[config.mk]
export PLATFORM = sky130hd
export DESIGN_NAME = fsrs_slot_cell
export DESIGN_NICKNAME = d
export VERILOG_FILES = /design/src/flash_slot_record_store_defines.svh /design/src/fsrs_pkg.sv /design/src/fsrs_slot_cell.sv
export SDC_FILE = /design/constraint.sdc
export NUM_CORES = 1
export LEC_CHECK = 0
export BUFFER_PORTS_ARGS = -buffer_cell sky130_fd_sc_hd__buf_4
export CAP_MARGIN = 30
export CORE_ASPECT_RATIO = 1.4
export CORE_MARGIN = 8
export CORE_UTILIZATION = 40
export DETAILED_ROUTE_END_ITERATION = 10
export PLACE_DENSITY = 0.82
export SLEW_MARGIN = 25
export SYNTH_ARGS = -nofsm -noshare
export SYNTH_HDL_FRONTEND = slang
export SYNTH_SLANG_ARGS = --single-unit
[constraint.sdc]
create_clock -name clk -period 0.8 [get_ports clk]
set_clock_uncertainty 0.05 [all_clocks]
set_input_delay 0.12 -clock clk [delete_from_list [all_inputs] [get_ports clk]]
set_output_delay 0.12 -clock clk [all_outputs]
set_load 0.01 [all_outputs]
[src/flash_slot_record_store_defines.svh]
// ---------------------------------------------------------------------------
// flash slot record store assertion macros
// shared assertion forms for the slot store
// ---------------------------------------------------------------------------
`ifndef FLASH_SLOT_RECORD_STORE_DEFINES_SVH
`define FLASH_SLOT_RECORD_STORE_DEFINES_SVH
// implication checked on every clock edge outside reset
`define FSRS_ASSERT_IMP(label, clk, rst_n, ante, cons) \
	label: assert property (@(posedge clk) disable iff (!rst_n) (ante) |-> (cons)) \
		else $error("assertion failed");
// condition that always holds outside reset
`define FSRS_ASSERT_ALWAYS(label, clk, rst_n, cond) \
	label: assert property (@(posedge clk) disable iff (!rst_n) (cond)) \
		else $error("assertion failed");
`endif

[src/fsrs_pkg.sv]
// ---------------------------------------------------------------------------
// fsrs_pkg
// types and constants of the flash slot record store
// ---------------------------------------------------------------------------
package fsrs_pkg;
	localparam int NUM_SLOTS_DEF    = 64;
	localparam int RECORD_BYTES_DEF = 8;
	localparam int REC_W            = 64;
	localparam int CTRL_W           = 16;
	localparam int SLOT_OUT_W       = 6;
	localparam logic [7:0] VERSION_ERASED = 8'hFF;
	localparam logic [CTRL_W-1:0] CTRL_RESET = 16'hA5A5;
	localparam logic CMD_FIND   = 1'b0;
	localparam logic CMD_COMMIT = 1'b1;

	typedef struct packed {
		logic            command;
		logic [REC_W-1:0] record_in;
	} req_t;

	typedef struct packed {
		logic             found;
		logic [SLOT_OUT_W-1:0] slot_index;
		logic [REC_W-1:0] record_out;
		logic             erased;
		logic             written;
	} rsp_t;
endpackage

[src/fsrs_slot_cell.sv]
// ---------------------------------------------------------------------------
// fsrs_slot_cell
// one slot of the ring; holds a record and passes it to its neighbor
// ---------------------------------------------------------------------------
module fsrs_slot_cell (
	input  logic                     clk,
	input  logic                     shift,
	input  logic [fsrs_pkg::REC_W-1:0] d,
	output logic [fsrs_pkg::REC_W-1:0] q
);
	import fsrs_pkg::*;
	logic [REC_W-1:0] rec_q;
	always_ff @(posedge clk) begin
		if (shift) begin
			rec_q <= d;
		end
	end
	assign q = rec_q;
endmodule

* Word level (Yosys, flattened, before mapping) *
Index checks and enable logic that the tools add are counted.

storage, ports and cells
  bits in registers = 64
  input port bits = 66
  logic and storage cells = 1

* Depth between registers and ports, before layout *
  word-level depth = 0
  gate-level depth with buffers = 0
  mapped depth without buffers = 0

* Worst setup path before layout *
No wires, ideal clock.

  kind = flip-flop to output port
  start point = reg rec_q[0] (netlist: q[0])
  end point = out q[0] in the netlist's numbering
  arrival = 0.394 ns
  data required time = 0.630 ns
  setup slack = 0.236 ns
  stages on the path, launching flop included = 1
  cells stage by stage = edfxtp_1

RTL lines
  item                      RTL line              source
  start: declaration        fsrs_slot_cell.sv:12  logic [REC_W-1:0] rec_q;
  start signal: assignment  fsrs_slot_cell.sv:15  rec_q <= d;
  end: declaration          fsrs_slot_cell.sv:9   output logic [fsrs_pkg::REC_W-1:0] q

No word-level cell between the ends.

* Worst setup path in the final report *
  start point = reg rec_q[1] (netlist: q[1])
  end point = out q[1] in the netlist's numbering

No word-level cell between the ends.

==> impl_results.md <==
* Worst Path Required at 0.63 ns
* Logic pwr share at 0.147
* Synthesized cell area at 1920 um^2
* Post-DR wirelength/cell at 20.6 um
* Clk pwr share at 0.384
* #FFs+latches synth at 64
* Worst setup margin at -0.359 ns
* Syn avg cell area at approximately 30 um^2
* PwrDens at around 2100 nW/um^2
* Net Sw Frac at 0.214
* Most frequent cells in the layout: buf_4 (68), dlygate4sd3_1 (64), edfxtp_1 (64), buf_6 (61), clkbuf_8 (9)
* I/O Pins at 130
* Net Switching at 1.88 mW
* Setup CP Type: register to primary output
* Total CTS buffers at 9
* Status: finished, violations left
* Worst setup EP type: primary output
* Clock slew at reported path FFs at approximately 0.09 ns
* Int Power at 6.92 mW
* Distinct cell type count after synthesis at 1
* Fin Hold WS at 0.181 ns
* Max reg flops at 64
* Initial antenna violation count at 0
* Die width at roughly 75 um
* Max stage delay on crit path at 0.47 ns
* Seq/Total Area, Yosys at 1.00
* Final ANT Viol Nets at 0
* Startpoint type of the worst setup path: register
* CP arrival at 0.99 ns
* Antenna Cells at 0
* Share of the synthesized area in the top cell type at 1.00
* RSZ-0062 raised after global routing: yes
* Slew HR at 0.868
* Global-route wire length before repair at 9580 um
* CTS sink cnt at 64
* Bufs and invs on worst path at 1
* Syn nets at 130
* Input/output buffers at between 100 and 150
* Synth-to-layout area growth at 115%
* DRT Wirelength at 6970 um
* Power Total at 8.81 mW
* Fin. Hold Viols at 0
* LEAKAGE at 1.72 nW
* Final setup TNS at -15.13 ns
* Routed vias/inst at between 4 and 5
* Max H-tree Level at 3
* Seq pwr share at 0.468
* Min-Delay Path Class: input port to register
* Most common cell after layout, fill and taps aside: buf_4
* GP Congestion at 0.660
* Die area at approximately 7300 um^2
* Met3 Use GR at 0.0923
* Nets at 336
* Minimum clock period at 1.16 ns
* DR iter-0 viols at between 60 and 70
* Aggregate global routing overflow at 0
* Cells along the critical path: buf_6
* Multi-input gate area at 0 um^2
* Pin count of the biggest net entering global routing at 38
* Total core area at 4730 um^2
* GR peak layer: met2
* Core Rows at 30
* CTS Buffer Depth at 2
* Slew Limit Fails at 0
* Worst-path cell with the longest stage delay: edfxtp_1
* Layout filler cell count at 217
* Final setup viols at 64
* Worst slew pin tran at 0.198 ns
* Number of global-route vias before repair at between 1,500 and 2,000
* Initial Util at 0.406
* DP Area at around 3000 um^2
* CTS tree: yes
* Delay-heaviest family, CP: flip-flops
* Final Cell Area at 4120 um^2
* Mapped Cells at 64
* Met2 Use GR at 0.329
* CP max FO at 1
* Drt pass-1 iters at 4
* Layout cells sized above 1 at 0.535
* Yosys warns at 0
* Comb_multi_in at 0
* Tcrit/Tclk final at 1.45
* Fmax at approximately 0.86 GHz
* Failing checks: setup timing
* GRT Resource Usage Total at 0.186
* Drt drc at 0
* Synth area leader: edfxtp_1
* Peak VDD IR at 2.12 mV
* MaxCap Viol Count at 0
* DIE HEIGHT at between 90 and 100 um
* Root cell of the clock tree: clkbuf_8
* Vias at 1,474
* Synth area leaders: edfxtp_1 (100%)
* Grt met1 use at 0.167
power groups by stage:
stage          Combinational (mW)  Sequential (mW)  Clock, mW
3_5_place_dp                0.882             4.13          0
5_1_grt                      1.37             4.15       3.57
4_1_cts                      1.23             4.09       3.36
3_3_place_gp                0.856             4.11          0
2_1_floorplan                   0             4.27          0
6_report                     1.30             4.13       3.38
synth_stat cells:
cell      instances
edfxtp_1         64
per-layer routing:
| metal | up-vias | share of wire |
|---|---|---|
| met3 | 17 | 0.10 |
| met4 | 0 | 0.035 |
| met5 | - | 0 |
| li1 | 674 | - |
| met2 | 91 | 0.55 |
| met1 | 692 | 0.31 |
logic make-up (layout without fill, tap and decap cells):
group / count (synthesis) / after routing / synth area share
buf+inv: 0 / 211 / 0
flops: 64 / 64 / 1.00
repair_timing:
item	4_1_cts	5_1_grt
endpoints found under the setup margin	64	64
hold endpoints to repair	64	0
buffers inserted	0	0
hold buffers	64	0
gates resized for setup	38	23
cell type report:
type / instances / area, um^2 / area share
clock inverters: 7 / 119 / 0.0288
flip-flops and latches: 64 / 1920 / 0.466
well taps: 64 / 80.1 / 0.0194
repair buffers: 195 / 1880 / 0.456
clock buffers: 9 / 124 / 0.0300
through the flow:
stage / std cells / setup slack [ns] / util
2_1_floorplan: 64 / 0.236 / -
3_3_place_gp: 259 / -0.0172 / 0.637
3_5_place_dp: 259 / -0.0246 / 0.637
4_1_cts: 339 / -0.275 / 0.853
5_1_grt: 339 / -0.412 / 0.872
6_report: 339 / -0.359 / 0.872
worst paths after layout:
| kind | start | endpoint | cells after the start |
|---|---|---|---|
| min | shift | q[28] | 2 |
| max | q[1] | q[1] | 1 |
Power figures use the tool's default switching activity.
